**config.mk**
```make
export PLATFORM = sky130hd
export DESIGN_NAME = pointer_gesture_quantizer
export DESIGN_NICKNAME = d
export VERILOG_FILES = /design/src/hdl/pgq_pkg.sv /design/src/hdl/pgq_div.sv /design/src/hdl/pgq_dp.sv /design/src/hdl/pgq_ctrl.sv /design/src/hdl/pointer_gesture_quantizer.sv
export SDC_FILE = /design/constraint.sdc
export NUM_CORES = 1
export LEC_CHECK = 0
export ABC_CLOCK_PERIOD_IN_PS = 14100
export BUFFER_PORTS_ARGS = -buffer_cell sky130_fd_sc_hd__buf_2
export CELL_PAD_IN_SITES_DETAIL_PLACEMENT = 0
export CELL_PAD_IN_SITES_GLOBAL_PLACEMENT = 2
export CORE_ASPECT_RATIO = 1.5
export CORE_UTILIZATION = 35
export CTS_BUF_LIST = sky130_fd_sc_hd__clkbuf_8
export DETAILED_ROUTE_END_ITERATION = 6
export PLACE_DENSITY_LB_ADDON = 0.1
export SETUP_SLACK_MARGIN = 0.3
export SYNTH_ARGS = -nofsm -noshare
export SYNTH_HDL_FRONTEND = slang
export SYNTH_SLANG_ARGS = --single-unit
```
**constraint.sdc**
```tcl
create_clock -name clk -period 14.1 [get_ports clk]
set_input_delay 2.115 -clock clk [delete_from_list [all_inputs] [get_ports clk]]
set_output_delay 2.115 -clock clk [all_outputs]
set_load 0.05 [all_outputs]
```
**src/hdl/pgq_pkg.sv**
```systemverilog
// ----------------------------------------------------------------------------
// pgq_pkg
// Shared types, constants and helpers of the pointer gesture quantizer.
// ----------------------------------------------------------------------------
package pgq_pkg;

	// field and state widths
	localparam int DELTA_BITS = 16;
	localparam int TOT_W      = 32;
	localparam int STEP_W     = 15;
	localparam int WAIT_W     = 16;
	localparam int ELAPSED_W  = 17;
	localparam int TAP_W      = 8;
	localparam int DIV_CNT_W  = $clog2(TOT_W);
	localparam int CFG_DATA_W = 16;
	localparam int CFG_IDX_W  = 2;

	// result queue, at most three results per item
	localparam int QDEPTH = 3;
	localparam int QCNT_W = 2;

	localparam logic [STEP_W-1:0]    STEP_RESET  = STEP_W'(100);
	localparam logic [TAP_W-1:0]     TAP_CAP     = {TAP_W{1'b1}};
	localparam logic [ELAPSED_W-1:0] ELAPSED_MAX = {ELAPSED_W{1'b1}};

	typedef enum logic [1:0] {
		REQ_MOVE  = 2'd0,
		REQ_TICK  = 2'd1,
		REQ_START = 2'd2,
		REQ_STOP  = 2'd3
	} req_t;

	typedef enum logic [2:0] {
		ACT_PRESS   = 3'd0,
		ACT_RELEASE = 3'd1,
		ACT_RIGHT   = 3'd2,
		ACT_LEFT    = 3'd3,
		ACT_DOWN    = 3'd4,
		ACT_UP      = 3'd5
	} act_t;

	typedef enum logic [1:0] {
		PRE_NONE    = 2'd0,
		PRE_START   = 2'd1,
		PRE_FIRST   = 2'd2,
		PRE_INSTEAD = 2'd3
	} pre_mode_t;

	typedef enum logic [CFG_IDX_W-1:0] {
		CFG_STEP_DISTANCE = 2'd0,
		CFG_ANGLE_SNAP    = 2'd1,
		CFG_PRE_MODE      = 2'd2,
		CFG_WAIT_MS       = 2'd3
	} cfg_idx_t;

	typedef enum logic [2:0] {
		ST_IDLE,
		ST_LOAD,
		ST_DIVIDE,
		ST_APPLY,
		ST_EMIT
	} state_t;

	typedef struct packed {
		req_t                   req_type;
		logic [DELTA_BITS-1:0]  delta_x;
		logic [DELTA_BITS-1:0]  delta_y;
	} in_item_t;

	typedef struct packed {
		act_t             action;
		logic [TAP_W-1:0] tap_count;
		logic             last;
	} out_item_t;

	typedef struct packed {
		act_t             action;
		logic [TAP_W-1:0] tap_count;
	} q_ent_t;

	// controller to datapath
	typedef struct packed {
		logic accept;
		logic div_start;
		logic second;
		logic apply;
		logic emit;
	} pgq_cmd_t;

	// datapath to controller
	typedef struct packed {
		logic move_go;
		logic div_busy;
		logic drained;
	} pgq_sts_t;

	// saturate a sum with one guard bit to the signed total range
	function automatic logic [TOT_W-1:0] sat_tot(input logic [TOT_W:0] s);
		logic [TOT_W-1:0] r;
		r = s[TOT_W-1:0];
		if (s[TOT_W] != s[TOT_W-1]) begin
			r = s[TOT_W] ? {1'b1, {(TOT_W-1){1'b0}}} : {1'b0, {(TOT_W-1){1'b1}}};
		end
		return r;
	endfunction

endpackage

```
**src/hdl/pgq_div.sv**
```systemverilog
// ----------------------------------------------------------------------------
// pgq_div
// Radix-2 restoring divider, one quotient bit per cycle, unsigned total
// magnitude by step distance.
// ----------------------------------------------------------------------------
module pgq_div (
	input  logic                         clk,
	input  logic                         arst_n,
	input  logic                         start,
	input  logic [pgq_pkg::TOT_W-1:0]    dividend,
	input  logic [pgq_pkg::STEP_W-1:0]   divisor,
	output logic                         busy,
	output logic [pgq_pkg::TOT_W-1:0]    quotient,
	output logic [pgq_pkg::STEP_W-1:0]   remainder
);
	import pgq_pkg::*;

	logic                 busy_q;
	logic [DIV_CNT_W-1:0] cnt_q;
	logic [TOT_W-1:0]     quo_q;
	logic [STEP_W-1:0]    rem_q;
	logic [STEP_W-1:0]    div_q;
	logic [STEP_W:0]      trial;
	logic [STEP_W:0]      diff;
	logic                 ge;

	// trial subtraction of one step
	always_comb begin
		trial = {rem_q, quo_q[TOT_W-1]};
		diff  = trial - {1'b0, div_q};
		ge    = trial >= {1'b0, div_q};
	end

	// iteration control
	always_ff @(posedge clk or negedge arst_n) begin
		if (!arst_n) begin
			busy_q <= 1'b0;
			cnt_q  <= '0;
		end else if (start) begin
			busy_q <= 1'b1;
			cnt_q  <= DIV_CNT_W'(TOT_W-1);
		end else if (busy_q) begin
			if (cnt_q == '0) begin
				busy_q <= 1'b0;
			end else begin
				cnt_q <= cnt_q - 1'b1;
			end
		end
	end

	// shifting dividend, partial remainder
	always_ff @(posedge clk) begin
		if (start) begin
			quo_q <= dividend;
			rem_q <= '0;
			div_q <= divisor;
		end else if (busy_q) begin
			quo_q <= {quo_q[TOT_W-2:0], ge};
			rem_q <= ge ? diff[STEP_W-1:0] : trial[STEP_W-1:0];
		end
	end

	assign busy      = busy_q;
	assign quotient  = quo_q;
	assign remainder = rem_q;

endmodule

```
**src/hdl/pgq_dp.sv**
```systemverilog
// ----------------------------------------------------------------------------
// pgq_dp
// Datapath: configuration, axis totals, gesture flags, divider, result
// queue and output register.
// ----------------------------------------------------------------------------
module pgq_dp (
	input  logic                              clk,
	input  logic                              arst_n,
	input  pgq_pkg::pgq_cmd_t                 cmd,
	output pgq_pkg::pgq_sts_t                 sts,
	input  pgq_pkg::in_item_t                 in_data,
	output logic                              out_valid,
	input  logic                              out_ready,
	output pgq_pkg::out_item_t                out_data,
	input  logic                              cfg_we,
	input  logic [pgq_pkg::CFG_IDX_W-1:0]     cfg_index,
	input  logic [pgq_pkg::CFG_DATA_W-1:0]    cfg_data
);
	import pgq_pkg::*;

	// configuration
	logic [STEP_W-1:0] step_q;
	logic              snap_q;
	pre_mode_t         pre_mode_q;
	logic [WAIT_W-1:0] wait_ms_q;

	// gesture state
	logic [TOT_W-1:0]     total_x_q;
	logic [TOT_W-1:0]     total_y_q;
	logic                 active_q;
	logic                 pre_pressed_q;
	logic                 wait_active_q;
	logic [ELAPSED_W-1:0] elapsed_q;
	logic                 x_first_q;

	// result queue and output register
	q_ent_t            slot_q [QDEPTH];
	logic [QCNT_W-1:0] qcnt_q;
	logic [QCNT_W-1:0] rd_q;
	logic              out_valid_q;
	out_item_t         out_q;

	// move evaluation
	logic [DELTA_BITS-1:0] dx, dy;
	logic                  dx_neg, dy_neg;
	logic                  wait_block, move_go;
	logic [TOT_W:0]        dx_ext, dy_ext;
	logic [TOT_W-1:0]      tx_base, ty_base;
	logic [TOT_W-1:0]      sum_x, sum_y;
	logic [DELTA_BITS:0]   ax, ay;

	// axis step
	logic              sel_y;
	logic [TOT_W-1:0]  cur_tot;
	logic              cur_neg;
	logic [TOT_W-1:0]  dividend;
	logic [STEP_W-1:0] divisor;
	logic              div_busy;
	logic [TOT_W-1:0]  quo;
	logic [STEP_W-1:0] rem;
	logic [TAP_W-1:0]  cnt0, cnt1;
	logic              tap_nz, do_press, do_dir;
	logic [TOT_W-1:0]  rem_ext, new_tot;
	act_t              dir_act;

	// start and stop
	logic push_start, push_stop;

	// queue writes
	logic [QCNT_W-1:0] push_n;
	logic [QCNT_W-1:0] wbase;
	q_ent_t            ent_a, ent_b;
	logic              load;

	// move gating, sign clear and saturating add
	always_comb begin
		dx         = in_data.delta_x;
		dy         = in_data.delta_y;
		dx_neg     = dx[DELTA_BITS-1];
		dy_neg     = dy[DELTA_BITS-1];
		wait_block = (wait_ms_q != '0) && wait_active_q
			&& (elapsed_q <= {1'b0, wait_ms_q});
		move_go    = (in_data.req_type == REQ_MOVE) && ((dx != '0) || (dy != '0))
			&& active_q && !wait_block;
		dx_ext     = {{(TOT_W+1-DELTA_BITS){dx_neg}}, dx};
		dy_ext     = {{(TOT_W+1-DELTA_BITS){dy_neg}}, dy};
		tx_base    = (total_x_q[TOT_W-1] == dx_neg) ? total_x_q : '0;
		ty_base    = (total_y_q[TOT_W-1] == dy_neg) ? total_y_q : '0;
		sum_x      = sat_tot({tx_base[TOT_W-1], tx_base} + dx_ext);
		sum_y      = sat_tot({ty_base[TOT_W-1], ty_base} + dy_ext);
		ax         = dx_neg ? (~{dx_neg, dx} + 1'b1) : {1'b0, dx};
		ay         = dy_neg ? (~{dy_neg, dy} + 1'b1) : {1'b0, dy};
	end

	// start and stop results
	always_comb begin
		push_start = (in_data.req_type == REQ_START) && !active_q
			&& (pre_mode_q == PRE_START) && !pre_pressed_q;
		push_stop  = (in_data.req_type == REQ_STOP) && active_q
			&& (pre_mode_q != PRE_NONE) && pre_pressed_q;
	end

	// axis selection and divider operands
	always_comb begin
		sel_y    = cmd.second ? x_first_q : !x_first_q;
		cur_tot  = sel_y ? total_y_q : total_x_q;
		cur_neg  = cur_tot[TOT_W-1];
		dividend = cur_neg ? (~cur_tot + 1'b1) : cur_tot;
		divisor  = (step_q == '0) ? STEP_W'(1) : step_q;
	end

	pgq_div u_div (
		.clk       (clk),
		.arst_n    (arst_n),
		.start     (cmd.div_start),
		.dividend  (dividend),
		.divisor   (divisor),
		.busy      (div_busy),
		.quotient  (quo),
		.remainder (rem)
	);

	// tap count, pre press and signed remainder of one axis
	always_comb begin
		cnt0     = (quo[TOT_W-1:TAP_W] != '0) ? TAP_CAP : quo[TAP_W-1:0];
		tap_nz   = cnt0 != '0;
		do_press = tap_nz && (pre_mode_q != PRE_NONE) && !pre_pressed_q;
		cnt1     = (do_press && (pre_mode_q == PRE_INSTEAD)) ? cnt0 - 1'b1 : cnt0;
		do_dir   = tap_nz && (cnt1 != '0);
		rem_ext  = {{(TOT_W-STEP_W){1'b0}}, rem};
		new_tot  = cur_neg ? (~rem_ext + 1'b1) : rem_ext;
		if (sel_y) begin
			dir_act = cur_neg ? ACT_UP : ACT_DOWN;
		end else begin
			dir_act = cur_neg ? ACT_LEFT : ACT_RIGHT;
		end
	end

	// queue push selection
	always_comb begin
		push_n = '0;
		wbase  = qcnt_q;
		ent_a  = '{action: ACT_PRESS, tap_count: '0};
		ent_b  = '{action: dir_act, tap_count: cnt1};
		if (cmd.accept) begin
			wbase = '0;
			if (push_start || push_stop) begin
				push_n = QCNT_W'(1);
			end
			if (push_stop) begin
				ent_a.action = ACT_RELEASE;
			end
		end else if (cmd.apply) begin
			push_n = QCNT_W'(do_press) + QCNT_W'(do_dir);
			if (!do_press) begin
				ent_a = ent_b;
			end
		end
	end

	assign load = cmd.emit && (rd_q != qcnt_q) && (!out_valid_q || out_ready);

	// configuration registers
	always_ff @(posedge clk or negedge arst_n) begin
		if (!arst_n) begin
			step_q     <= STEP_RESET;
			snap_q     <= 1'b0;
			pre_mode_q <= PRE_NONE;
			wait_ms_q  <= '0;
		end else if (cfg_we) begin
			unique case (cfg_idx_t'(cfg_index))
				CFG_STEP_DISTANCE: step_q     <= cfg_data[STEP_W-1:0];
				CFG_ANGLE_SNAP:    snap_q     <= cfg_data[0];
				CFG_PRE_MODE:      pre_mode_q <= pre_mode_t'(cfg_data[1:0]);
				CFG_WAIT_MS:       wait_ms_q  <= cfg_data[WAIT_W-1:0];
			endcase
		end
	end

	// axis totals
	always_ff @(posedge clk or negedge arst_n) begin
		if (!arst_n) begin
			total_x_q <= '0;
			total_y_q <= '0;
			x_first_q <= 1'b1;
		end else if (cmd.accept) begin
			if (move_go) begin
				total_x_q <= sum_x;
				total_y_q <= sum_y;
				x_first_q <= ax >= ay;
			end else if ((in_data.req_type == REQ_STOP) && active_q) begin
				total_x_q <= '0;
				total_y_q <= '0;
			end
		end else if (cmd.apply && tap_nz) begin
			if (sel_y) begin
				total_y_q <= new_tot;
				if (snap_q) begin
					total_x_q <= '0;
				end
			end else begin
				total_x_q <= new_tot;
				if (snap_q) begin
					total_y_q <= '0;
				end
			end
		end
	end

	// gesture flags and wait window
	always_ff @(posedge clk or negedge arst_n) begin
		if (!arst_n) begin
			active_q      <= 1'b0;
			pre_pressed_q <= 1'b0;
			wait_active_q <= 1'b0;
			elapsed_q     <= '0;
		end else if (cmd.accept) begin
			unique case (in_data.req_type)
				REQ_MOVE: begin
					if (move_go && (wait_ms_q != '0)) begin
						wait_active_q <= 1'b0;
					end
				end
				REQ_TICK: begin
					if (wait_active_q && (elapsed_q != ELAPSED_MAX)) begin
						elapsed_q <= elapsed_q + 1'b1;
					end
				end
				REQ_START: begin
					active_q <= 1'b1;
					if (push_start) begin
						pre_pressed_q <= 1'b1;
					end
				end
				REQ_STOP: begin
					active_q <= 1'b0;
					if (push_stop) begin
						pre_pressed_q <= 1'b0;
						wait_active_q <= 1'b0;
					end
				end
			endcase
		end else if (cmd.apply && do_press) begin
			pre_pressed_q <= 1'b1;
			if (pre_mode_q == PRE_INSTEAD) begin
				wait_active_q <= 1'b1;
				elapsed_q     <= '0;
			end
		end
	end

	// queue counters
	always_ff @(posedge clk or negedge arst_n) begin
		if (!arst_n) begin
			qcnt_q <= '0;
			rd_q   <= '0;
		end else if (cmd.accept) begin
			qcnt_q <= push_n;
			rd_q   <= '0;
		end else begin
			if (cmd.apply) begin
				qcnt_q <= qcnt_q + push_n;
			end
			if (load) begin
				rd_q <= rd_q + 1'b1;
			end
		end
	end

	// queue entries
	always_ff @(posedge clk) begin
		for (int i = 0; i < QDEPTH; i++) begin
			if ((push_n != '0) && (wbase == QCNT_W'(i))) begin
				slot_q[i] <= ent_a;
			end else if ((push_n == QCNT_W'(2)) && (wbase + 1'b1 == QCNT_W'(i))) begin
				slot_q[i] <= ent_b;
			end
		end
	end

	// output register
	always_ff @(posedge clk or negedge arst_n) begin
		if (!arst_n) begin
			out_valid_q <= 1'b0;
		end else if (load) begin
			out_valid_q <= 1'b1;
		end else if (out_ready) begin
			out_valid_q <= 1'b0;
		end
	end

	always_ff @(posedge clk) begin
		if (load) begin
			out_q.action    <= slot_q[rd_q].action;
			out_q.tap_count <= slot_q[rd_q].tap_count;
			out_q.last      <= (rd_q + 1'b1) == qcnt_q;
		end
	end

	assign out_valid    = out_valid_q;
	assign out_data     = out_q;
	assign sts.move_go  = move_go;
	assign sts.div_busy = div_busy;
	assign sts.drained  = rd_q == qcnt_q;

endmodule

```
**src/hdl/pgq_ctrl.sv**
```systemverilog
// ----------------------------------------------------------------------------
// pgq_ctrl
// Controller: sequences input transfer, two axis divisions and result
// delivery.
// ----------------------------------------------------------------------------
module pgq_ctrl (
	input  logic               clk,
	input  logic               arst_n,
	input  logic               in_valid,
	output logic               in_ready,
	input  pgq_pkg::pgq_sts_t  sts,
	output pgq_pkg::pgq_cmd_t  cmd
);
	import pgq_pkg::*;

	state_t state_q, state_d;
	logic   second_q, second_d;

	// state register
	always_ff @(posedge clk or negedge arst_n) begin
		if (!arst_n) begin
			state_q  <= ST_IDLE;
			second_q <= 1'b0;
		end else begin
			state_q  <= state_d;
			second_q <= second_d;
		end
	end

	// next state and commands
	always_comb begin
		state_d       = state_q;
		second_d      = second_q;
		in_ready      = 1'b0;
		cmd           = '0;
		cmd.second    = second_q;
		unique case (state_q)
			ST_IDLE: begin
				in_ready = 1'b1;
				if (in_valid) begin
					cmd.accept = 1'b1;
					second_d   = 1'b0;
					state_d    = sts.move_go ? ST_LOAD : ST_EMIT;
				end
			end
			ST_LOAD: begin
				cmd.div_start = 1'b1;
				state_d       = ST_DIVIDE;
			end
			ST_DIVIDE: begin
				if (!sts.div_busy) begin
					state_d = ST_APPLY;
				end
			end
			ST_APPLY: begin
				cmd.apply = 1'b1;
				if (second_q) begin
					state_d = ST_EMIT;
				end else begin
					second_d = 1'b1;
					state_d  = ST_LOAD;
				end
			end
			ST_EMIT: begin
				cmd.emit = 1'b1;
				if (sts.drained) begin
					state_d = ST_IDLE;
				end
			end
			default: begin
				state_d = ST_IDLE;
			end
		endcase
	end

endmodule

```
**src/hdl/pointer_gesture_quantizer.sv**
```systemverilog
// ----------------------------------------------------------------------------
// pointer_gesture_quantizer
// Turns pointer deltas into directional tap bursts with optional pre press.
// ----------------------------------------------------------------------------
// Items are taken one at a time. A tick, start or stop, or a move that is
// dropped, goes from the idle state straight to result delivery. A move that
// is acted on runs both axes through one shared radix-2 divider, each axis in
// turn through operand load, the 32 quotient bits, a state that sees the
// divider finish, and the update. An item gives up to three results, a start
// or stop at most one. Each result moves to the output register on its own,
// and a stall on the output holds back the later results of the same item
// while an earlier one waits. The input is ready again once the last result
// of an item sits in the output register, so a waiting result does not hold
// off the next input transfer. No clearing pass after reset.
module pointer_gesture_quantizer (
	input  logic                              clk,
	input  logic                              arst_n,
	input  logic                              in_valid,
	output logic                              in_ready,
	input  pgq_pkg::in_item_t                 in_data,
	output logic                              out_valid,
	input  logic                              out_ready,
	output pgq_pkg::out_item_t                out_data,
	input  logic                              cfg_we,
	input  logic [pgq_pkg::CFG_IDX_W-1:0]     cfg_index,
	input  logic [pgq_pkg::CFG_DATA_W-1:0]    cfg_data
);
	import pgq_pkg::*;

	pgq_cmd_t cmd;
	pgq_sts_t sts;

	// sequencer
	pgq_ctrl u_ctrl (
		.clk      (clk),
		.arst_n   (arst_n),
		.in_valid (in_valid),
		.in_ready (in_ready),
		.sts      (sts),
		.cmd      (cmd)
	);

	// totals, divider and result path
	pgq_dp u_dp (
		.clk       (clk),
		.arst_n    (arst_n),
		.cmd       (cmd),
		.sts       (sts),
		.in_data   (in_data),
		.out_valid (out_valid),
		.out_ready (out_ready),
		.out_data  (out_data),
		.cfg_we    (cfg_we),
		.cfg_index (cfg_index),
		.cfg_data  (cfg_data)
	);

endmodule

```
Word level (Yosys, flattened, before mapping)
Memory sizes are Yosys's and may differ from the RTL's. A register that Yosys moved wholly into a read port is not among the register bits.
Index checks and enable logic that the tools add are counted.
Storage, ports and cells
  output and inout port bits: 14
  input port bits: 57
  register bits: 197
  RAM bits: 33
  memories kept: 1
  word-level logic and storage cells: 262
Memories
  u_dp.slot_q: words 3, bits a word 11, rd ports 1, clocked after Yosys merged registers in 1, wr ports 2, line pgq_dp.sv:37  | q_ent_t slot_q [QDEPTH];
Operators by class
  bitwise gates (word level): 7
  add/subtract/negate cells: 14
  reductions and logical operators: 75
  equal/unequal tests: 38
  order comparisons: 3
  muxes and demuxes: 102
Operators by type and width (count)
  $mux W32: 21
  $mux W17: 7
  $add A32 B16 Y33: 2
  $mux W11: 6
  $add A32 B1 Y32 const B: 2
  $add A17 B1 Y17 const B: 3
  $reduce_bool A16 Y1: 3
  $mux W1: 41
  $not A17 Y17: 2
  $not A15 Y32: 1
  $not A32 Y32: 1
  $logic_and A1 B1 Y1: 27
  $mux W8: 3
  $reduce_bool A24 Y1: 1
  $reduce_bool A2 Y1: 11
  $mux W3: 7
  $ge A17 B17 Y1: 1
  $le A17 B16 Y1: 1
  $ne A17 B17 Y1 const B: 1
  $eq A2 B2 Y1 const B: 8
  $ge A16 B15 Y1: 1
  $mux W2: 8
  $reduce_and A2 Y1: 8
  $reduce_bool A8 Y1: 2
  other kinds (35): 71

Logic depth before layout (Yosys ltp)
Gate-level depths: netlist of the first run.
  depth after elaboration: 20
  gate-level depth with buffers: 24

By module
Synthesis of the first run repeated with hierarchy kept, for this count alone.
Unflattened totals
  cell total of the unflattened synthesis: 2201
  area total of the unflattened synthesis: 19080.8 um2
By module, submodules not included
  pgq_dp: sequential area each 4459.3 um2, cells each 1868, instances 1, area each 15145.8 um2
  pgq_div: sequential area each 1861.8 um2, cells each 310, instances 1, area each 3674.8 um2
  pgq_ctrl: sequential area each 100.1 um2, cells each 23, instances 1, area each 260.2 um2

Least setup slack after synthesis of the first run
No wires, ideal clock.
  kind: register -> register
  start point: register u_dp.u_div.quo_q[20] (netlist: u_dp.u_div.quotient[20])
  end point: memory u_dp.slot_q[1][0] in the netlist's numbering (enable)
  data arrival time: 5785 ps
  cell stages (with the launch flop): 21
  slack: 7873 ps
  buffers on the path: 1
  cell sequence: edfxtp_1 > nor4_1 > nand4_1 > or3_1 > clkbuf_1 > inv_1 > ha_1 > nor2b_1 > nand2_1 > nor4_1 > nor3_1 > nand3b_1 > nor3_1 > xnor2_1 > nor2b_1 > a31oi_1 > ha_1 > a21oi_1 > inv_1 > a21oi_1 > a2111oi_0
RTL lines
  from (decl): line pgq_div.sv:20  | logic [TOT_W-1:0] quo_q;
  from (signal assigned): line pgq_div.sv:54  | quo_q <= dividend;
  from (signal assigned): line pgq_div.sv:58  | quo_q <= {quo_q[TOT_W-2:0], ge};
  to (decl): line pgq_dp.sv:37

Final worst setup path of the first run
  start point: input port in_data[31] in the netlist's numbering
  end point: register u_dp.total_x_q[28]
Between the ends
  cells in the longest elaborated chain, start to end: 7
Ends and longest elaborated chain
  from (decl): line pointer_gesture_quantizer.sv:20  | input pgq_pkg::in_item_t in_data,
  $eq A1 B1 Y1 or $reduce_bool A16 Y1 (tied branches): line pgq_dp.sv:87, pgq_dp.sv:83
  $mux W32 or $logic_or A1 B1 Y1 (tied branches): line pgq_dp.sv:87, pgq_dp.sv:83
  $add A32 B16 Y33 or $logic_and A1 B1 Y1 (tied branches): line pgq_dp.sv:89, pgq_dp.sv:83
  $mux W32 (tied with other cells): line pgq_pkg.sv:102  | r = s[TOT_W] ? {1'b1, {(TOT_W-1){1'b0}}} : {1'b0, {(TOT_W-1){1'b1}}};
  $mux W32 or $logic_and A1 B1 Y1 (tied branches): line pgq_pkg.sv:101, pgq_dp.sv:84
  $mux W32 or $ne A3 B1 Y1 (tied branches)
  $mux W32 or $reduce_and A3 Y1 (tied branches)
  to (signal assigned): line pgq_dp.sv:188  | total_x_q <= sum_x;
  to (signal assigned): line pgq_dp.sv:202  | total_x_q <= new_tot;
  to (decl): line pgq_dp.sv:28  | logic [TOT_W-1:0] total_x_q;
Parallel ways exist; a longest one is shown, timed or not.
A chain may end at the register's enable or synchronous reset.

==> flow_summary.toml, run 1 <==
[finish]
multi_input_area_um2 = 11400
layout-area-overhead-vs-synth_pct = 9.45
final_layout_size_suffix_gt1_share_pct = 11.0
final-seq-area_um2 = 6420
finished_cell_area_um2 = 20400
finish.net_count = 2325
fill_cells = 5545
layout.cells.non_filler = 2888
fin_util_pct = 38.8

[setup_path]
cp_slowest_stage_delay_ns = 0.84
critical_path_sink_type = "flip-flop"
crit_path_start_kind = "input pin"
crit_required_ns = 14.60
cp_max_fo = 59
ff2ff_path_depth = 21
worst-setup-path-type = "input pin to flip-flop"
critical-path-top-delay-family = "simple AND/OR/NAND/NOR gates"
reg2reg_slack_ns = 7.79
timing.critical_path.arrival_ns = 6.91
worst_path_max_delay_cell = "or3b_1"
reg2reg_to = "u_dp.slot_q[2][5]"
critical_path_buf_inv_count = 2
r2r_start = "u_dp.u_div.quotient[8]"
critical_path_cell_by_cell = "buf_2, buf_4, ha_1, and2_1, ha_1, a21oi_1, o21ai_0, a211oi_1, a21oi_1, a31oi_1, nand3b_1, or3b_1, and2_0, nor2_1"

[placed_design]
hpwl_mm = 47.5
dp_cells = 2804
post_dp_cell_area_um2 = 19500
number_of_port_buffers = 70
gpl.final_weighted_congestion = 0.856

[run]
max-cap-violations = 0

[timing]
grt_setup_unrepaired = "false"
timing.setup.tns_ns = 0
timing.final.max_slew_violations = 0
max_freq_mhz = 156
timing.final.setup_violations = 0
finClkSkew_ns = 0.0225
max_slew_margin_pct = 34.2
hold_violation_total_from_the_final_report = 0
worst_pin_slew_ns = 0.975
finalWorstPathRequiredPeriod_ns = 6.42
timing.final.crit_share_pct = 45.5

[power]
power_report.internal_total_w = 0.00233
combinationalPowerShare_pct = 54.3
power.clock.fraction_pct = 15.3
switching_share_of_power_pct = 49.7
netSwitchingPower_w = 0.00231
design_power_total_w = 0.00464
power.static_leakage_nw = 8.31
seq_power_share_pct = 30.4
max-vdd-ir-drop_mv = 0.143
cellPowerDensity_nw_per_um2 = 227

[synth]
yosys-top-cells-area = "dfrtp_1 17%, edfxtp_1 15%, ha_1 6.4%, nand2_1 4.6%, xnor2_1 4.4%"
synth_seq_area_share_pct = 34.5
synth_compound_area_share_pct = 22.0
synthAdderAreaFrac_pct = 6.77
synth_xor_xnor_area_share_pct = 7.62
mux_share_of_post_synthesis_cell_area_pct = 5.86
synthesis.instances = 2163
synth_cell_types = 92
synthFlopType = "dfrtp_1"
postSynthAreaPerCell_um2 = 8.61
yosysTopAreaCellShare_pct = 17.5
post-synth-top-area-cell = "dfrtp_1"
synth_fp_nets = 2319
synthSimpleGateAreaFrac_pct = 18.5
ys_warn_count = 0
netlist_area_um2 = 18600
ys_async_sr_fraction_pct = 55.6
synth_edf_count = 92
synth_top_family_by_area = "compound AO/OA/AOI/OAI gates"
ys_seq_elements = 241

[floorplanning]
die-height_um = 285
floorplan.initialDensity_pct = 35.4
die_width_um = 190
dieArea_um2 = 54200
fp-row-count = 103
core_area_um2 = 52600
ios = 71

[cts]
worst_skew_pair.late_latency_ns = 0.63
tritoncts.num_buffers = 45
cts_hold_buf = 0
htreeDepth = 2
cts_resized = 0
cts_tree = "done"
clkSlewWorstSetupHoldPaths_ns = 0.07
post-cts-setup-buffers = 0
buffer_levels_on_the_longest_clock_path = 3
clock_tree_root = "clkbuf_8"
cts.sink_count = 241

[worst_hold_path]
worst_hold_startpoint = "u_dp.step_q[8]"
holdPathEnd = "u_dp.u_div.div_q[8]"
timing.hold.worst.class = "flip-flop to flip-flop"
holdPathStages = 0

[global_routing]
first_global_vias = 16000
first_pass_grt_wire_length_mm = 96.6
initial_antenna_violation_count = 1
remaining_overflow_grt = 0
largest_net_degree_at_the_start_of_global_routing = 79
groute.usage.overall_pct = 23.2

[route]
vias = 16300
dr.pass1.iters = 5
drt-initial-drc-count = 848
post_drt_wl_per_cell_um = 21.8
route.antenna.remaining_nets = 0
postRouteWirelength_mm = 62.8
remaining_drc_errors = 0
avgViaCountPerCell = 5.64

[status]
status = "completed"
-- state kept, by name, indices dropped and copies added, names as in the netlist, 2 cells and up --
| signal | count |
|---|---|
| u_dp.pre_mode_q | 2 |
| u_ctrl.state_q | 3 |
| u_dp.total_x_q | 32 |
| u_dp.total_y_q | 32 |
| u_dp.rd_q | 2 |
| u_dp.wait_ms_q | 16 |
| u_dp.elapsed_q | 17 |
| u_dp.step_q | 15 |
| u_dp.u_div.remainder | 15 |
| u_dp.u_div.quotient | 32 |
| u_dp.slot_q | 33 |
| u_dp.u_div.cnt_q | 5 |
| u_dp.out_data | 12 |
| u_dp.u_div.div_q | 15 |
| u_dp.qcnt_q | 2 |
-- power groups by stage --
stage               clock (W)  sequential, W  combinational (W)
floorplan                   0        0.00116            0.00193
global placement            0        0.00141            0.00252
CTS                  0.000734        0.00140            0.00254
detailed placement          0        0.00142            0.00253
finish               0.000709        0.00141            0.00252
global route         0.000762        0.00145            0.00277
-- cells by family after synthesis --
logic type      after synthesis
compound gates              634
xor+xnor                    159
fa+ha+maj                    99
buf+inv                     216
flops                       241
mux                         104
other cells                   2
simple gates                708
-- area by class of cell --
class,count,share of cell area [%]
Antenna cell,1,0.0123
Clock buffer,49,3.31
Clock inverter,34,1.13
Inverter,80,1.47
Multi-Input combinational cell,1706,55.7
Sequential cell,241,31.5
Tap cell,682,4.19
Timing Repair Buffer,95,2.67
-- placed cells by master, fill, tap and decap left out, types with 49 or more instances in the layout --
master,synthesis,routed
a21oi_1,143,142
buf_2,17,69
clkbuf_8,0,49
dfrtp_1,130,130
edfxtp_1,92,92
ha_1,96,96
inv_1,78,95
mux2i_1,64,64
nand2_1,227,227
nor2_1,171,171
o21ai_0,163,163
xnor2_1,94,94
xor2_1,63,63
-- worst max path at each step --
stage | slack [ns] | startpoint | depth (start not counted) | to
floorplan | 7.87 | u_dp.u_div.quotient[20] | 20 | u_dp.slot_q[1][0]
global placement | 7.13 | in_data[31] | 14 | u_dp.total_x_q[16]
detailed placement | 7.04 | in_data[31] | 14 | u_dp.total_x_q[18]
CTS | 7.67 | in_data[31] | 14 | u_dp.total_x_q[28]
global route | 7.23 | u_dp.u_div.quotient[9] | 21 | u_dp.slot_q[2][5]
finish | 7.68 | in_data[31] | 14 | u_dp.total_x_q[28]
-- synthesized netlist by cell type (12+ instances only) --
cell and count:
buf_2 17, edfxtp_1 92, and2_1 39, dfrtp_1 130, mux2_2 40, o211ai_1 22, nor2b_1 13, nand3_1 44
a21o_1 30, mux2i_1 64, and3_1 14, nand4_1 22, o31ai_1 28, nand2_1 227, xor2_1 63, o21a_1 27
a21oi_1 143, or3_1 24, o21ai_0 163, inv_1 78, a31oi_1 36, nor3_1 35, o22ai_1 31, xnor2_1 94
nor4_1 41, clkbuf_1 103, nor2_1 171, o22a_1 32, o41ai_1 12, dfxtp_1 15, ha_1 96, nand2b_1 21
-- layer usage --
| layer | GRT usage, % | vias to the layer above | wire length [um] |
|---|---|---|---|
| li1 | - | 7942 | - |
| met1 | 28.1 | 7928 | 26100 |
| met2 | 41.2 | 303 | 32500 |
| met3 | 2.85 | 107 | 2050 |
| met4 | 8.56 | 0 | 2210 |
| met5 | 0 | - | 0 |
-- worst register-to-register path: cells and delay by family (launching register included) --
kind | cells | cell delay [ns]
AND/OR/NAND/NOR | 12 | 3.86
AO/OA/AOI/OAI | 4 | 0.81
adder cells (fa/ha/maj) | 2 | 0.52
flip-flops | 1 | 0.40
buffers and inverters | 2 | 0.33
XOR/XNOR | 1 | 0.12
-- through the flow --
stage          hold slack, ns  setup slack, ns
2_1_floorplan           0.464             7.87
3_3_place_gp            0.461             7.13
3_5_place_dp            0.464             7.04
4_1_cts                 0.477             7.67
5_1_grt                 0.487             7.23
6_report                0.478             7.68
Note: power is estimated with default switching activity, not from simulation.
==> run 2, diff against run 1 <==
--- a/config.mk
+++ b/config.mk
@@ -5,7 +5,7 @@
 export SDC_FILE = /design/constraint.sdc
 export NUM_CORES = 1
 export LEC_CHECK = 0
-export ABC_CLOCK_PERIOD_IN_PS = 14100
+export ABC_CLOCK_PERIOD_IN_PS = 5950
 export BUFFER_PORTS_ARGS = -buffer_cell sky130_fd_sc_hd__buf_2
 export CELL_PAD_IN_SITES_DETAIL_PLACEMENT = 0
 export CELL_PAD_IN_SITES_GLOBAL_PLACEMENT = 2
==> constraint.sdc (replaced) <==
create_clock -name clk -period 5.95 [get_ports clk]
set_input_delay 0.8925 -clock clk [delete_from_list [all_inputs] [get_ports clk]]
set_output_delay 0.8925 -clock clk [all_outputs]
set_load 0.05 [all_outputs]
==> flow_summary.toml, run 2 (synthesis gave the netlist of run 1 again) <==
[finish]
finished_cell_area_um2 = 20500
multi_input_area_um2 = 11400
finish.net_count = 2334
register_ranked_first_by_flip_flop_count = "u_dp.slot_q"
final-seq-area_um2 = 6420
fill_cells = 5510
layout.cells.most_common_list = "227 x nand2_1, 171 x nor2_1, 163 x o21ai_0, 141 x a21oi_1, 130 x dfrtp_1"
layout.cells.most_common = "nand2_1"
largest_register_ffs = 33
layout.cells.non_filler = 2898
layout-area-overhead-vs-synth_pct = 10.3
final_layout_size_suffix_gt1_share_pct = 12.1

[setup_path]
reg2reg_to = "u_dp.slot_q[2][5]"
worst-setup-path-type = "flip-flop to flip-flop"
reg2reg_slack_ns = 0.65
critical_path_cell_by_cell = "nor4_2, nand4_1, buf_4, or3_1, inv_1, ha_1, nor2b_1, nand2_1, nor4_4, nor3_2, nand3b_1, xnor2_1, and4b_1, a31oi_1, ha_1, a21oi_4, inv_1, or4b_4, nand2_1, a21boi_0, o22ai_1"
cp_max_fo = 10
ff2ff_path_depth = 21
cp_slowest_stage_delay_ns = 0.61
timing.critical_path.arrival_ns = 5.65
worst_path_max_delay_cell = "or4b_4"
crit_required_ns = 6.30
critical_path_sink_type = "flip-flop"
r2r_start = "u_dp.u_div.quotient[20]"
crit_path_start_kind = "flip-flop"

[route]
dr.pass1.iters = 7
vias = 16300
avgViaCountPerCell = 5.62
route.antenna.remaining_nets = 0
remaining_drc_errors = 0
post_drt_wl_per_cell_um = 21.6
drt-initial-drc-count = 937
postRouteWirelength_mm = 62.5

[timing]
timing.setup.tns_ns = 0
timing.final.crit_share_pct = 89.1
timing.final.setup_violations = 0
grt_setup_unrepaired = "false"
hold_violation_total_from_the_final_report = 0
finClkSkew_ns = 0.0150
max_slew_margin_pct = 21.4
finalWorstPathRequiredPeriod_ns = 5.30
max_freq_mhz = 189
timing.final.max_slew_violations = 0
worst_pin_slew_ns = 1.17

[cts]
htreeDepth = 2
clkSlewWorstSetupHoldPaths_ns = 0.06
clock_tree_root = "clkbuf_8"
worst_skew_pair.late_latency_ns = 0.63
buffer_levels_on_the_longest_clock_path = 3
cts_tree = "done"
tritoncts.num_buffers = 45
cts.sink_count = 241

[floorplanning]
ios = 71
die-height_um = 285
core_area_um2 = 52600
dieArea_um2 = 54200
fp-row-count = 103
die_width_um = 190
floorplan.initialDensity_pct = 35.4

[run]
max-cap-violations = 0

[power]
cellPowerDensity_nw_per_um2 = 537
power.static_leakage_nw = 8.37
max-vdd-ir-drop_mv = 0.268

[global_routing]
initial_antenna_violation_count = 1
first_global_vias = 16500
largest_net_degree_at_the_start_of_global_routing = 84
groute.usage.overall_pct = 23.2
remaining_overflow_grt = 0
first_pass_grt_wire_length_mm = 96.7

[placed_design]
number_of_port_buffers = 70
post_dp_cell_area_um2 = 19500
gpl.final_weighted_congestion = 0.860
dp_cells = 2810
hpwl_mm = 47.4

[worst_hold_path]
timing.hold.worst.class = "input pin to asynchronous set/reset pin"

[status]
status = "completed"
-- run 2: cell types whose count changed in the layout (fill, tap and decap cells not counted), sizes merged --
cell    before  now
clkbuf      49   55
clkinv      13   12
buf         95  104
bufinv       3    1
inv         98   95
diode        1    2
-- run 2: power by group --
| part | internal [W] | switching (W) |
|---|---|---|
| Clock | 0.000888 | 0.000791 |
| Combinational | 0.00231 | 0.00373 |
| Sequential | 0.00237 | 0.000941 |
| Total | 0.00556 | 0.00546 |
-- run 2: final cells by class --
class | instances | share of cell area (%)
clock inverter | 28 | 0.780
antenna | 2 | 0.0244
timing repair buffer | 104 | 3.04
tap | 682 | 4.15
multi-input combinational | 1706 | 55.6
inverter | 80 | 1.46
sequential | 241 | 31.3
clock buffer | 55 | 3.69
-- run 2: per-stage QoR --
| step | hold slack [ns] | util, % | power [W] | setup WS (ns) |
|---|---|---|---|---|
| floorplan | 0.464 | - | 0.00733 | 0.518 |
| global placement | 0.460 | 37.2 | 0.00933 | 0.156 |
| detailed placement | 0.463 | 37.2 | 0.00936 | 0.153 |
| CTS | 0.360 | 38.9 | 0.0111 | 0.464 |
| global route | 0.403 | 39.1 | 0.0118 | 0.339 |
| finish | 0.368 | 39.1 | 0.0110 | 0.651 |
-- run 2: worst max path at each step --
stage | to | slack (ns) | start | depth (start not counted)
after floorplan | u_dp.slot_q[2][0] | 0.52 | u_dp.u_div.quotient[20] | 19
after global placement | u_dp.slot_q[2][5] | 0.16 | u_dp.u_div.quotient[20] | 22
after detailed placement | u_dp.slot_q[2][5] | 0.15 | u_dp.u_div.quotient[27] | 21
after CTS | u_dp.slot_q[2][5] | 0.46 | u_dp.u_div.quotient[20] | 21
after global routing | u_dp.slot_q[2][5] | 0.34 | u_dp.u_div.quotient[20] | 21
final | u_dp.slot_q[2][5] | 0.65 | u_dp.u_div.quotient[20] | 21
-- run 2: critical path, delay by kind of cell (launching register included) --
| kind | cells | cell delay (ns) |
|---|---|---|
| fa+ha+maj | 2 | 0.55 |
| buf+inv | 3 | 0.44 |
| compound gates | 4 | 0.73 |
| xor+xnor | 1 | 0.16 |
| flops | 1 | 0.40 |
| simple gates | 11 | 2.73 |
-- run 2: what timing repair did --
action                                  CTS  global route
hold buffers                              0             0
resized for setup                         2             9
pin swaps                                 0             2
buffers inserted                          0             3
endpoints found under the setup margin    5            14
endpoints found under the hold margin     0             0
-- run 2: layer usage --
metal / track usage (%) / up-vias / part of all wire, %
li1: - / 7949 / -
met1: 28.0 / 7953 / 42
met2: 42.6 / 307 / 53
met3: 2.85 / 86 / 3.5
met4: 5.88 / 0 / 2.1
met5: 0 / - / 0
==> run 3, diff against run 2 <==
--- a/config.mk
+++ b/config.mk
@@ -13,6 +13,7 @@
 export CORE_UTILIZATION = 35
 export CTS_BUF_LIST = sky130_fd_sc_hd__clkbuf_8
 export DETAILED_ROUTE_END_ITERATION = 6
+export GPL_TIMING_DRIVEN = 0
 export PLACE_DENSITY_LB_ADDON = 0.1
 export SETUP_SLACK_MARGIN = 0.3
 export SYNTH_ARGS = -nofsm -noshare
==> flow_summary.toml, run 3 (synthesis gave the netlist of run 1 again) <==
[status]
status = "completed"

[global_routing]
initial_antenna_violation_count = 0
largest_net_degree_at_the_start_of_global_routing = 80
groute.usage.overall_pct = 24.2
first_pass_grt_wire_length_mm = 101
remaining_overflow_grt = 0
first_global_vias = 16800

[setup_path]
worst-setup-path-type = "flip-flop to flip-flop"
cp_slowest_stage_delay_ns = 0.63
critical_path_cell_by_cell = "nor4_2, nand4_1, or2_2, buf_6, nor2_1, ha_2, nor2b_2, nand2_1, o41a_1, nand3_2, nand2_1, nand2_1, and4b_1, a31oi_2, ha_1, a21oi_4, inv_2, or4b_2, buf_4, nand2_2, a21oi_1, a41o_1"
worst_path_max_delay_cell = "or4b_2"
critical_path_sink_type = "flip-flop"
cp_max_fo = 10
timing.critical_path.arrival_ns = 5.78
critical_path_buf_inv_count = 3
crit_required_ns = 6.33
crit_path_start_kind = "flip-flop"
cp_common_cell = "nand2_1"
critical-path-top-delay-family = "simple AND/OR/NAND/NOR gates"

[finish]
fin_util_pct = 40.1
layout.cells.most_common = "nand2_1"
final_layout_size_suffix_gt1_share_pct = 12.0
finish.net_count = 2449
register_ranked_first_by_flip_flop_count = "u_dp.slot_q"
layout.cells.most_common_list = "225 x nand2_1, 171 x nor2_1, 163 x o21ai_0, 140 x a21oi_1, 130 x dfrtp_1"
layout-area-overhead-vs-synth_pct = 13.3
largest_register_ffs = 33
diodes = 0

[route]
avgViaCountPerCell = 5.62
route.antenna.remaining_nets = 0
remaining_drc_errors = 0
postRouteWirelength_mm = 65.7
drt-initial-drc-count = 1023
dr.pass1.iters = 6
vias = 16900
post_drt_wl_per_cell_um = 21.8

[run]
max-cap-violations = 0

[cts]
clock_tree_root = "clkbuf_8"
cts.sink_count = 241
cts_hold_buf = 0
htreeDepth = 2
clkSlewWorstSetupHoldPaths_ns = 0.06
buffer_levels_on_the_longest_clock_path = 3
cts_tree = "done"
worst_skew_pair.late_latency_ns = 0.64
tritoncts.num_buffers = 45

[power]
max-vdd-ir-drop_mv = 0.313
design_power_total_w = 0.0114
combinationalPowerShare_pct = 58.2
seq_power_share_pct = 26.3
power.static_leakage_nw = 8.57
switching_share_of_power_pct = 49.6
power.clock.fraction_pct = 15.6
netSwitchingPower_w = 0.00564
cellPowerDensity_nw_per_um2 = 538
power_report.internal_total_w = 0.00572

[floorplanning]
dieArea_um2 = 54200
ios = 71
floorplan.initialDensity_pct = 35.4
die-height_um = 285
core_area_um2 = 52600
fp-row-count = 103
die_width_um = 190

[timing]
max_freq_mhz = 185
grt_setup_unrepaired = "false"
finClkSkew_ns = 0.0288
hold_violation_total_from_the_final_report = 0
timing.final.max_slew_violations = 0
timing.final.setup_violations = 0
max_slew_margin_pct = 34.0
timing.final.crit_share_pct = 90.8
worst_pin_slew_ns = 0.976
finalWorstPathRequiredPeriod_ns = 5.40

[worst_hold_path]
timing.hold.worst.class = "input pin to asynchronous set/reset pin"

[placed_design]
gpl.final_weighted_congestion = 0.897
hpwl_mm = 52.1
number_of_port_buffers = 70
## run 3: cell count changes in the layout (fill, tap and decap cells not counted), moves of 3 or more
cell	change
bufinv_16	+3
buf_1	+7
inv_1	+3
buf_2	+19
clkinv_2	-5
buf_4	-17
clkbuf_8	-3
buf_6	+4
clkbuf_1	+100
## run 3: power by group through the flow
stage	sequential (W)	clock, W	combinational, W
6_report	0.00298	0.00177	0.00661
5_1_grt	0.00305	0.00190	0.00719
4_1_cts	0.00297	0.00183	0.00660
3_5_place_dp	0.00299	0	0.00656
3_3_place_gp	0.00299	0	0.00649
2_1_floorplan	0.00276	0	0.00457
## run 3: path summary, 6_finish.rpt
check / from / to / slack [ns] / cells after the start
setup / recovery: u_dp.u_div.quotient[20] / u_dp.slot_q[2][2] / 0.55 / 22
hold / removal: arst_n / u_dp.rd_q[1] / 0.21 / 1
setup reg to reg: u_dp.u_div.quotient[20] / u_dp.slot_q[2][2] / 0.55 / 22
hold reg to reg: u_dp.total_x_q[0] / u_dp.total_x_q[0] / 0.52 / 1
max in group asynchronous: arst_n / u_dp.total_y_q[18] / 4.88 / 2
min in group clk: out_ready / u_dp.out_valid / 0.46 / 2
## run 3: metal layers
layer / global-route usage [%] / vias up / part of all wire (%)
li1: - / 8179 / -
met1: 29.1 / 8252 / 41
met5: 0 / - / 0
met2: 43.7 / 371 / 52
met3: 2.86 / 133 / 3.3
met4: 8.52 / 0 / 3.5
## run 3: layout make-up
class                   count  area, um2
clock inverters            32        260
inverters                  80        302
repair buffers             83        494
fillers                  5422      31500
multi-input cells        1706      11500
clock buffers              52        716
plain buffers             136        584
flip-flops and latches    241       6420
well taps                 682        853
## run 3: timing repair
item,in CTS,in global routing
pin swaps,4,5
endpoints found under the hold margin,0,0
resized for setup,18,15
cloned,0,0
setup buffers,3,7
endpoints found under the setup margin,99,90
## run 3: worst reg2reg max path, stage by stage, from the launching register on
cell      delay (ns)
edfxtp_1        0.43
nor4_2          0.31
nand4_1         0.24
or2_2           0.37
buf_6           0.15
nor2_1          0.14
ha_2            0.21
nor2b_2         0.16
nand2_1         0.11
o41a_1          0.37
nand3_2         0.16
nand2_1         0.07
nand2_1         0.19
and4b_1         0.25
a31oi_2         0.11
ha_1            0.33
a21oi_4         0.20
inv_2           0.09
or4b_2          0.63
buf_4           0.20
nand2_2         0.11
a21oi_1         0.09
a41o_1          0.22
## run 3: stage by stage
stage / instances / worst slack [ns] / TNS, ns / instance area [um2] / hold WS [ns]
floorplan: 2163 / 0.518 / 0 / 18600 / 0.464
finish: 3012 / 0.550 / 0 / 21100 / 0.208
global route: 3012 / 0.277 / 0 / 21100 / 0.236
detailed placement: 2918 / -1.35 / -53.08 / 19900 / 0.509
global placement: 2915 / -1.52 / -65.20 / 19800 / 0.495
CTS: 3005 / 0.318 / 0 / 21000 / 0.209
